### src/hdl/fpac_pkg.sv
package fpac_pkg;

    // Build-time defaults
    localparam int FRAME_BYTES_DEF     = 16384;
    localparam int PALETTE_ENTRIES_DEF = 256;
    localparam int ADDR_W              = 18;   // covers frame word address and palette entry
    localparam int QUEUE_DEPTH         = 2;

    // Actions
    localparam logic [1:0] ACT_READ      = 2'd0;
    localparam logic [1:0] ACT_WRITE     = 2'd1;
    localparam logic [1:0] ACT_PAL_WRITE = 2'd2;
    localparam logic [1:0] ACT_NONE      = 2'd3;

    // Pixel formats
    localparam logic [3:0] FMT_PAL1     = 4'd0;
    localparam logic [3:0] FMT_PAL2     = 4'd1;
    localparam logic [3:0] FMT_PAL4     = 4'd2;
    localparam logic [3:0] FMT_PAL8     = 4'd3;
    localparam logic [3:0] FMT_PAL16    = 4'd4;
    localparam logic [3:0] FMT_GREY1    = 4'd5;
    localparam logic [3:0] FMT_GREY2    = 4'd6;
    localparam logic [3:0] FMT_GREY4    = 4'd7;
    localparam logic [3:0] FMT_GREY8    = 4'd8;
    localparam logic [3:0] FMT_RGB332   = 4'd9;
    localparam logic [3:0] FMT_RGB565   = 4'd10;
    localparam logic [3:0] FMT_ARGB1111 = 4'd11;
    localparam logic [3:0] FMT_ARGB2222 = 4'd12;
    localparam logic [3:0] FMT_ARGB4444 = 4'd13;
    localparam logic [3:0] FMT_ARGB8888 = 4'd14;

    // Register indexes
    localparam logic [1:0] REG_FORMAT    = 2'd0;
    localparam logic [1:0] REG_SWAP      = 2'd1;
    localparam logic [1:0] REG_PAL_COUNT = 2'd2;

    localparam logic [3:0] FORMAT_RST    = FMT_ARGB8888;
    localparam logic [9:0] GREY1_LIMIT   = 10'd384;      // 128*3
    localparam logic [9:0] DIV3_RECIP    = 10'd683;      // 2^11 / 3, exact below 768

    typedef struct packed {
        logic [3:0] fmt;
        logic       swap;
        logic [8:0] pal_count;
    } cfg_t;

    typedef struct packed {
        logic [1:0]        action;
        logic              oor;
        logic [ADDR_W-1:0] addr;
        logic [4:0]        off;
        logic [2:0]        lg;
        logic [31:0]       mask;
        logic [31:0]       wval;
        logic [31:0]       raw;
    } q_entry_t;

    typedef enum logic [1:0] {
        B_IDLE,
        B_FRAME,
        B_PAL
    } back_state_t;

    // log2 of bits per pixel
    function automatic logic [2:0] fmt_lg(input logic [3:0] fmt);
        logic [2:0] r;
        unique case (fmt)
            FMT_PAL1, FMT_GREY1:                              r = 3'd0;
            FMT_PAL2, FMT_GREY2:                              r = 3'd1;
            FMT_PAL4, FMT_GREY4, FMT_ARGB1111:                r = 3'd2;
            FMT_PAL8, FMT_GREY8, FMT_RGB332, FMT_ARGB2222:    r = 3'd3;
            FMT_PAL16, FMT_RGB565, FMT_ARGB4444:              r = 3'd4;
            default:                                          r = 3'd5;
        endcase
        return r;
    endfunction

    function automatic logic [31:0] swap_by_lg(input logic [31:0] v, input logic [2:0] lg);
        logic [31:0] r;
        if (lg == 3'd4)
            r = {16'd0, v[7:0], v[15:8]};
        else
            r = {v[7:0], v[15:8], v[23:16], v[31:24]};
        return r;
    endfunction

    // ARGB8888 to buffer format (not yet masked to pixel width)
    function automatic logic [31:0] to_buffer(input logic [3:0] fmt, input logic [31:0] c);
        logic [9:0]  sum8;
        logic [9:0]  sum_sel;
        logic [19:0] prod;
        logic [31:0] r;
        sum8 = 10'(c[7:0]) + 10'(c[15:8]) + 10'(c[23:16]);
        if (fmt == FMT_GREY2)
            sum_sel = 10'(c[7:6]) + 10'(c[15:14]) + 10'(c[23:22]);
        else if (fmt == FMT_GREY4)
            sum_sel = 10'(c[7:4]) + 10'(c[15:12]) + 10'(c[23:20]);
        else
            sum_sel = sum8;
        prod = sum_sel * DIV3_RECIP;
        unique case (fmt)
            FMT_GREY1:                     r = {31'd0, sum8 > GREY1_LIMIT};
            FMT_GREY2, FMT_GREY4, FMT_GREY8: r = {23'd0, prod[19:11]};
            FMT_RGB332:   r = {24'd0, c[23:21], c[15:13], c[7:6]};
            FMT_RGB565:   r = {16'd0, c[23:19], c[15:10], c[7:3]};
            FMT_ARGB1111: r = {28'd0, c[31], c[23], c[15], c[7]};
            FMT_ARGB2222: r = {24'd0, c[31:30], c[23:22], c[15:14], c[7:6]};
            FMT_ARGB4444: r = {16'd0, c[31:28], c[23:20], c[15:12], c[7:4]};
            default:      r = c;
        endcase
        return r;
    endfunction

    // Buffer value to ARGB8888 for the formats that need no palette
    function automatic logic [31:0] to_argb(input logic [3:0] fmt, input logic [31:0] v);
        logic [31:0] r;
        unique case (fmt)
            FMT_GREY1: r = v[0] ? 32'hffffffff : 32'hff000000;
            FMT_GREY2: r = {8'hff, {12{v[1:0]}}};
            FMT_GREY4: r = {8'hff, {6{v[3:0]}}};
            FMT_GREY8: r = {8'hff, v[7:0], v[7:0], v[7:0]};
            FMT_RGB332:
                r = {8'hff, v[7:5], v[7:5], v[7:6], v[4:2], v[4:2], v[4:3], {4{v[1:0]}}};
            FMT_RGB565:
                r = {8'hff, v[15:11], v[15:13], v[10:5], v[10:9], v[4:0], v[4:2]};
            FMT_ARGB1111: r = {{8{v[3]}}, {8{v[2]}}, {8{v[1]}}, {8{v[0]}}};
            FMT_ARGB2222:
                r = {{4{v[7:6]}}, {4{v[5:4]}}, {4{v[3:2]}}, {4{v[1:0]}}};
            FMT_ARGB4444:
                r = {v[15:12], v[15:12], v[11:8], v[11:8], v[7:4], v[7:4], v[3:0], v[3:0]};
            default: r = v;
        endcase
        return r;
    endfunction

endpackage

### src/hdl/fpac_queue.sv
module fpac_queue
    import fpac_pkg::*;
(
    input  logic     clk,
    input  logic     rst_n,
    input  logic     push,
    input  q_entry_t push_data,
    output logic     ready,
    input  logic     pop,
    output logic     head_valid,
    output q_entry_t head
);

    localparam int PW = $clog2(QUEUE_DEPTH);

    q_entry_t          slot_reg [QUEUE_DEPTH];
    logic [PW-1:0]     wptr_reg, wptr_next;
    logic [PW-1:0]     rptr_reg, rptr_next;
    logic [PW:0]       cnt_reg, cnt_next;

    assign ready      = cnt_reg != (PW+1)'(QUEUE_DEPTH);
    assign head_valid = cnt_reg != '0;
    assign head       = slot_reg[rptr_reg];

    always_comb
    begin
        wptr_next = wptr_reg;
        rptr_next = rptr_reg;
        if (push)
            wptr_next = (wptr_reg == PW'(QUEUE_DEPTH - 1)) ? '0 : wptr_reg + 1'b1;
        if (pop)
            rptr_next = (rptr_reg == PW'(QUEUE_DEPTH - 1)) ? '0 : rptr_reg + 1'b1;
        cnt_next = cnt_reg + (PW+1)'(push) - (PW+1)'(pop);
    end

    always_ff @(posedge clk or negedge rst_n)
    begin
        if (!rst_n)
        begin
            wptr_reg <= '0;
            rptr_reg <= '0;
            cnt_reg  <= '0;
        end
        else
        begin
            wptr_reg <= wptr_next;
            rptr_reg <= rptr_next;
            cnt_reg  <= cnt_next;
        end
    end

    always_ff @(posedge clk)
    begin
        if (push)
            slot_reg[wptr_reg] <= push_data;
    end

endmodule

### config.mk
export PLATFORM = sky130hd
export DESIGN_NAME = fpac_queue
export DESIGN_NICKNAME = d
export VERILOG_FILES = /design/src/hdl/fpac_pkg.sv /design/src/hdl/fpac_queue.sv
export SDC_FILE = /design/constraint.sdc
export NUM_CORES = 1
export LEC_CHECK = 0
export BUFFER_PORTS_ARGS = -buffer_cell sky130_fd_sc_hd__buf_2
export CELL_PAD_IN_SITES_DETAIL_PLACEMENT = 1
export CELL_PAD_IN_SITES_GLOBAL_PLACEMENT = 1
export CORE_ASPECT_RATIO = 0.5
export CORE_UTILIZATION = 40
export CTS_CLUSTER_DIAMETER = 80
export CTS_CLUSTER_SIZE = 8
export DETAILED_ROUTE_END_ITERATION = 8
export PLACE_DENSITY = 0.88
export SLEW_MARGIN = 20
export SYNTH_ARGS = -nofsm -noshare
export SYNTH_HDL_FRONTEND = slang
export SYNTH_SLANG_ARGS = --single-unit
### constraint.sdc
create_clock -name clk -period 6.8 [get_ports clk]
set_input_delay 1.36 -clock clk [delete_from_list [all_inputs] [get_ports clk]]
set_output_delay 1.36 -clock clk [all_outputs]
set_load 0.02 [all_outputs]
* Word level (Yosys, flattened, before mapping)
Memory sizes are Yosys's and may differ from the RTL's.
Cells that the tools add are included.
** Word-level totals
- Latch bits :: 0
- Bits in read-only memories :: 0
- Output and inout port bits :: 127
- Bits in registers :: 4
- Memories :: 1
- Logic and storage cells :: 14
- RAM bits :: 250
- Input port bits :: 129
** Memory list
- slot_reg :: words 2, bits a word 125, read ports 1, clocked after Yosys merged registers in 0, wr ports 1, line fpac_queue.sv:16 : q_entry_t slot_reg [QUEUE_DEPTH];
** Operators by class
- Div/mod/pow operators :: 0
- $add $sub $neg :: 4
- Muxes and demuxes :: 4
- Reductions and logical operators :: 1
- Bitwise logic cells :: 0
- Equality and inequality tests :: 1
- Shift-type cells :: 0
- Magnitude comparators :: 0
- Multipliers :: 0
** Operator list (count)
- 1-bit 2-to-1 mux :: 4
- 1-bit adder (second input constant) :: 2
- 2-bit by 1-bit adder with 2-bit output :: 1
- 2-bit != test (second input constant) :: 1
- 2-bit nonzero test :: 1
- 2-bit by 1-bit subtractor with 2-bit output :: 1

* Longest topological paths before layout
Gate-level depths: netlist of the first run.
- Word-level depth :: 2
- Depth in mapped cells :: 5
- Depth with buffers taken out :: 5

* Worst setup path after synthesis of the first run
Ideal clock, no wire load.
- Path type :: input-to-reg
- Start point :: input port push
- End point :: memory slot_reg[0][0] in the netlist's numbering (enable)
- Buffers on the path :: 0
- Data arrival time :: 6780 ps
- Slack :: -606 ps
- Library setup time :: 626 ps
- Stages on the path :: 1
- Data required time :: 6174 ps
- Cell sequence :: nor2b_1
** On the way
- Cells in the longest elaborated chain, start to end :: 2
** Ends and longest elaborated chain
- start, declared :: line fpac_queue.sv:6 : input logic push,
- 1-bit 2-to-1 mux :: line fpac_queue.sv:54 : if (push)
- 1-bit 2-to-1 mux (not written as such) :: line fpac_queue.sv:55 : slot_reg[wptr_reg] <= push_data;
- end, declared :: line fpac_queue.sv:16
Every way passes these cells.

==> impl_metrics.tcl, run 1 <==
set metrics [dict create \
    flip_flop_count_of_the_largest_register_after_layout 250 \
    initial_core_util_pct 40.9 \
    fp-row-count 39 \
    worst_hold_path_depth 1 \
    syn-instance-count 404 \
    post_cts_resized 0 \
    first_pass_grt_wire_length_um 30400 \
    yosys-top-cells-area "edfxtp_1 (80%), mux2_2 (10%), mux2_4 (6.4%)" \
    first_global_vias 5260 \
    detailed_place_hpwl_um 14800 \
    synth_seq_cells 254 \
    worst_clock_skew_ns 0.00981 \
    gr-total-overflow 0 \
    die_h_um 110 \
    dpl_worst_slack_ns 3.19 \
    cts.sink_count 254 \
    routed_wl_um 21800 \
    setup_fix_bufs_post_cts 0 \
    p_sw_share_pct 31.1 \
    cts_tree "yes" \
    worstSetupStartpointType "register" \
    post_synth_num_cell_types 14 \
    critical-path-max-stage-delay_ns 0.88 \
    grt_start_max_net_pins 120 \
    synth_seq_area_share_pct 81.2 \
    synth.net_count 535 \
    clock_tree.root_cell "clkbuf_16" \
    finalHoldViolations 0 \
    setup_violations 0 \
    port_buffers 255 \
    hold_class "reg2reg" \
    die_area_um2 24100 \
    grt_setup_unrepaired "no" \
    min_delay_worst_endpoint "wptr_reg$_DFFE_PN0P_" \
    core_area_um2 22900 \
    synth_area_leader_cell "edfxtp_1" \
    switchingPower_uw 1710 \
    timing.rr.start "wptr_reg$_DFFE_PN0P_" \
    critical_path_peak_fanout 51 \
    critical_path.top_delay_family "flip-flops" \
    power.combinational.fraction_pct 29.7 \
    static-leakage-power_uw 0.00464 \
    drt_iter0_markers 197 \
    critPathKind "reg2out" \
    max-vdd-ir-drop_mv 0.231 \
    cp_data_required_time_ns 5.44 \
    critical_path_cell_count 3 \
    final_nets 819 \
    gp_congestion 0.754 \
    ys.warnings.count 0 \
    pwr-share-clk_pct 29.4 \
    worst_path_max_delay_cell "dfrtp_4" \
    firstDrtPassIters 4 \
    worst_setup_path_end_kind "output pin" \
    drive_above_1_share_pct 61.5 \
    antenna_violating_nets_left 0 \
    r2r_slack_ns 4.35 \
    cellPowerDensity_nw_per_um2 456 \
    worst_hold_startpoint "wptr_reg$_DFFE_PN0P_" \
    timing.final.crit_share_pct 60.4 \
    reg2reg_to "slot_reg[1][89]$_DFFE_PP_" \
    ios 256 \
    filler_cell_count 2114 \
    internal_power_uw 3780 \
    width_of_the_die_um 218 \
    post-route-min-period_ns 4.10 \
    netlist.area_leader.share_pct 80.1 \
    clock_tree_buffer_depth 3 \
    timing.critical_path.buf_inv 2 \
    clock_latency_ns 0.50 \
    fin_tns_setup_ns 0 \
    arrival_ns 2.74 \
    syn_area_per_cell_um2 23.2 \
    cts_htree_levels 2 \
    crit_path_start "rptr_reg$_DFFE_PN0P_" \
    global_route.usage.total_pct 17.4 \
    seqPwrFrac_pct 40.9 \
    slew_viol_final 0 \
    slew_at_the_pin_with_the_worst_max_slew_slack_ns 0.928 \
    drt_drc_violations_left 0 \
    antenna_found_initial 6 \
    syn2layout_area_growth_pct 28.2 \
    cts_buffers 37 \
    hold_buffers 0 \
    clkSlewWorstSetupHoldPaths_ns 0.05 \
    vias 4812 \
    timing.slew.headroom_pct 38.2 \
    status "finished clean" \
    critical_path.cell_chain "buf_4, mux2_2, buf_2" \
    smallest_setup_slack_after_layout_ns 2.70 \
    drt-wirelength-per-cell_um 21.5 \
    rr_worst_depth 2 \
    number_of_vias_per_cell_after_detailed_routing 4.76 \
    clock.fmax_mhz 244 \
    cap_viol_max_count 0 \
    post_synthesis_instance_area_um2 9370 \
]
layout make-up:
class	count	area, µm²	share of cell area (%)
sequential	254	7610	63.4
tap	307	384	3.20
clock buffer	45	998	8.31
inverter	2	7.51	0.0625
timing repair buffer	259	1320	11.0
multi-input combinational	134	1660	13.8
clock inverter	2	12.5	0.104
antenna	8	20.0	0.167
cell usage after synthesis, drive strengths merged:
cell type and n:
nor2b 1, edfxtp 250, dfrtp 4, nand2b 1
ha 2, buf 14, inv 2, or2 1
and2 1, xor3 1, mux2 125, xor2 2
worst reg2reg max path, cell delays in order (launching register included):
cell and delay (ns):
dfrtp_1 0.44, and2_4 0.77, buf_4 0.83
cell usage in the layout, fill, tap and decap left out, types with 2 or more instances in the layout:
cell / n
ha_1: 2
buf_2: 255
dfrtp_1: 3
buf_4: 3
clkbuf_1: 6
edfxtp_1: 250
clkbuf_16: 39
mux2_4: 40
xor2_1: 2
diode_2: 8
mux2_2: 85
inv_1: 2
power by group through the flow:
| stage | sequential [µW] | clock (µW) | combinational, µW |
|---|---|---|---|
| CTS | 2240 | 1660 | 1660 |
| finish | 2240 | 1610 | 1630 |
| global placement | 2240 | 0 | 1600 |
| floorplan | 2190 | 0 | 1220 |
| detailed placement | 2270 | 0 | 1650 |
| global route | 2270 | 1720 | 1730 |
stage by stage:
stage,hold slack (ns),cells,cell area (µm²),total power [µW],util [%]
after CTS,0.575,1003,12000,5560,52.4
after global routing,0.594,1007,12000,5710,52.4
after floorplan,0.471,404,9370,3410,-
after global placement,0.530,956,11000,3840,48.0
after detailed placement,0.553,956,11000,3920,48.0
final,0.568,1011,12000,5480,52.5
cells by family after synthesis:
logic type               synth area share (%)
XOR/XNOR                                0.441
AND/OR/NAND/NOR                         0.267
buffers and inverters                    1.23
flip-flops                               81.2
multiplexers                             16.6
adder cells (fa/ha/maj)                 0.267
worst max-delay path by stage:
| stage | end | slack, ns |
|---|---|---|
| CTS | head[114] | 2.66 |
| detailed placement | head[114] | 3.19 |
| global route | head[114] | 2.57 |
| global placement | head[16] | 3.29 |
| finish | head[114] | 2.70 |
| floorplan | slot_reg[0][0]$_DFFE_PP_ | 1.74 |
metal layers:
layer  track usage, %  share of wire [%]
met1             17.3                 35
met5                0                  0
met3             4.66                4.5
met2             33.5                 57
met4             9.44                3.6
No activity file was read; power rests on OpenSTA's default activity.
==> run 2, diff against run 1 <==
- clock period: 6.8 -> 3.32 ns (I/O delays scaled with it)
==> run 2 against run 1 <==
Net effect:
- combinational power rose by 120%
- via count increased by 4.0%
- clock skew increased by 0.0027 ns
- non-clock buffer count up 6
- sequential power up 100%
- register-to-register slack got worse by 2.8 ns
- total power is 110% higher
- global-route usage up 1.6 points
- routed wire length rose by 12%
- cell count increased by 1.4%
- highest routed layer is now met5
==> impl_metrics.tcl, run 2 (synthesis gave the netlist of run 1 again) <==
set metrics [dict create \
    clock_latency_ns 0.50 \
    timing.critical_path.buf_inv 2 \
    critical-path-max-stage-delay_ns 0.66 \
    filler_cell_count 2152 \
    smallest_setup_slack_after_layout_ns 0.534 \
    gr-total-overflow 0 \
    power_total_uw 11400 \
    static-leakage-power_uw 0.00467 \
    flip_flop_count_of_the_largest_register_after_layout 250 \
    die_area_um2 24100 \
    worst_hold_startpoint "push_data[22]" \
    ios 256 \
    critPathKind "reg2out" \
    finish.utilization_pct 52.9 \
    antenna_found_initial 11 \
    grt_start_max_net_pins 57 \
    worst_hold_slack_ns 0.362 \
    cts_buffers 37 \
    finalHoldViolations 0 \
    gp_congestion 0.784 \
    detailed_place_hpwl_um 15200 \
    critical_path.cell_chain "buf_12, mux2_2, buf_2" \
    cts.sink_count 254 \
    mostFrequentLayoutCells "buf_2 (255), edfxtp_1 (250), mux2_2 (85)" \
    arrival_ns 2.12 \
    worstSetupStartpointType "register" \
    clkSlewWorstSetupHoldPaths_ns 0.05 \
    critical_path.top_delay_family "flip-flops" \
    worst_path_max_delay_cell "dfrtp_4" \
    hold_class "in2reg" \
    routed_wl_um 24400 \
    worst_clock_skew_ns 0.0125 \
    status "finished clean" \
    drive_above_1_share_pct 61.0 \
    slew_at_the_pin_with_the_worst_max_slew_slack_ns 0.673 \
    grt_setup_unrepaired "no" \
    global_route.usage.total_pct 19.0 \
    clock_tree.root_cell "clkbuf_16" \
    firstDrtPassIters 4 \
    post_cts_resized 0 \
    first_pass_grt_wire_length_um 33100 \
    number_of_vias_per_cell_after_detailed_routing 4.88 \
    fp-row-count 39 \
    worst_setup_path_end_kind "output pin" \
    drt_iter0_markers 290 \
    setup_fix_bufs_post_cts 0 \
    first_global_vias 5461 \
    slew_viol_final 0 \
    timing.final.crit_share_pct 83.9 \
    vias 5005 \
    setup_violations 0 \
    clock_tree_buffer_depth 3 \
    multiInputGateArea_um2 1660 \
    timing.slew.headroom_pct 55.1 \
    fin_tns_setup_ns 0 \
    initial_core_util_pct 40.9 \
    dpl_worst_slack_ns 1.04 \
    crit_path_start "rptr_reg$_DFFE_PN0P_" \
    port_buffers 255 \
    sequential_cell_area_um2 7610 \
    die_h_um 110 \
    layout_commonest_cell "buf_2" \
    final_nets 825 \
    core_area_um2 22900 \
    cts_tree "yes" \
    drt_drc_violations_left 0 \
    syn2layout_area_growth_pct 29.1 \
    post-route-min-period_ns 2.79 \
    max-vdd-ir-drop_mv 0.483 \
    hold_buffers 1 \
    cp_data_required_time_ns 2.66 \
    cap_viol_max_count 0 \
    width_of_the_die_um 218 \
    cts_htree_levels 2 \
    drt-wirelength-per-cell_um 23.8 \
    critical_path_peak_fanout 56 \
    antenna_violating_nets_left 0 \
    cellPowerDensity_nw_per_um2 942 \
    timing.rr.start "wptr_reg$_DFFE_PN0P_" \
    clock.fmax_mhz 359 \
]
## run 2: changes by cell type in the layout (fill, tap and decap cells not counted), sizes merged
cell / change
buf: +5
clkinv: -1
dlygate4sd3: +1
clkbuf: +6
diode: +4
inv: -1
## run 2: final timing paths
kind                                                  end  slack (ns)  cells past startpoint
worst max-delay path                             head[57]        0.53                      3
worst min-delay path            slot_reg[1][22]$_DFFE_PP_        0.36                      1
worst max register to register  slot_reg[0][82]$_DFFE_PP_        1.53                      2
worst min register to register       wptr_reg$_DFFE_PN0P_        0.55                      1
max in group asynchronous            rptr_reg$_DFFE_PN0P_        2.63                      2
min in group asynchronous            cnt_reg[1]$_DFF_PN0_        0.54                      2
## run 2: report_power, final
| part | total (µW) | switching, µW | internal, µW |
|---|---|---|---|
| sequential | 4530 | 260 | 4270 |
| clock | 3300 | 1270 | 2030 |
| combinational | 3560 | 2120 | 1440 |
| total | 11400 | 3650 | 7740 |
## run 2: per-stage QoR
stage | instance area (µm²) | std cells
finish | 12100 | 1025
global route | 12100 | 1023
CTS | 12100 | 1013
detailed placement | 11100 | 961
global placement | 11100 | 961
floorplan | 9380 | 404
## run 2: routing by layer
| metal | global-route usage (%) | wire [µm] | vias to the layer above |
|---|---|---|---|
| met5 | 0 | 22 | - |
| met4 | 11.5 | 1100 | 4 |
| met3 | 4.03 | 944 | 83 |
| met2 | 35.5 | 13700 | 149 |
| met1 | 20.1 | 8660 | 2568 |
| li1 | - | - | 2201 |
## run 2: layout make-up
cell class | instances | share of cell area [%]
inverters | 2 | 0.0621
diodes | 12 | 0.248
clock buffers | 51 | 8.17
flip-flops and latches | 254 | 62.9
well taps | 307 | 3.18
multi-input cells | 134 | 13.7
repair buffers | 265 | 11.7
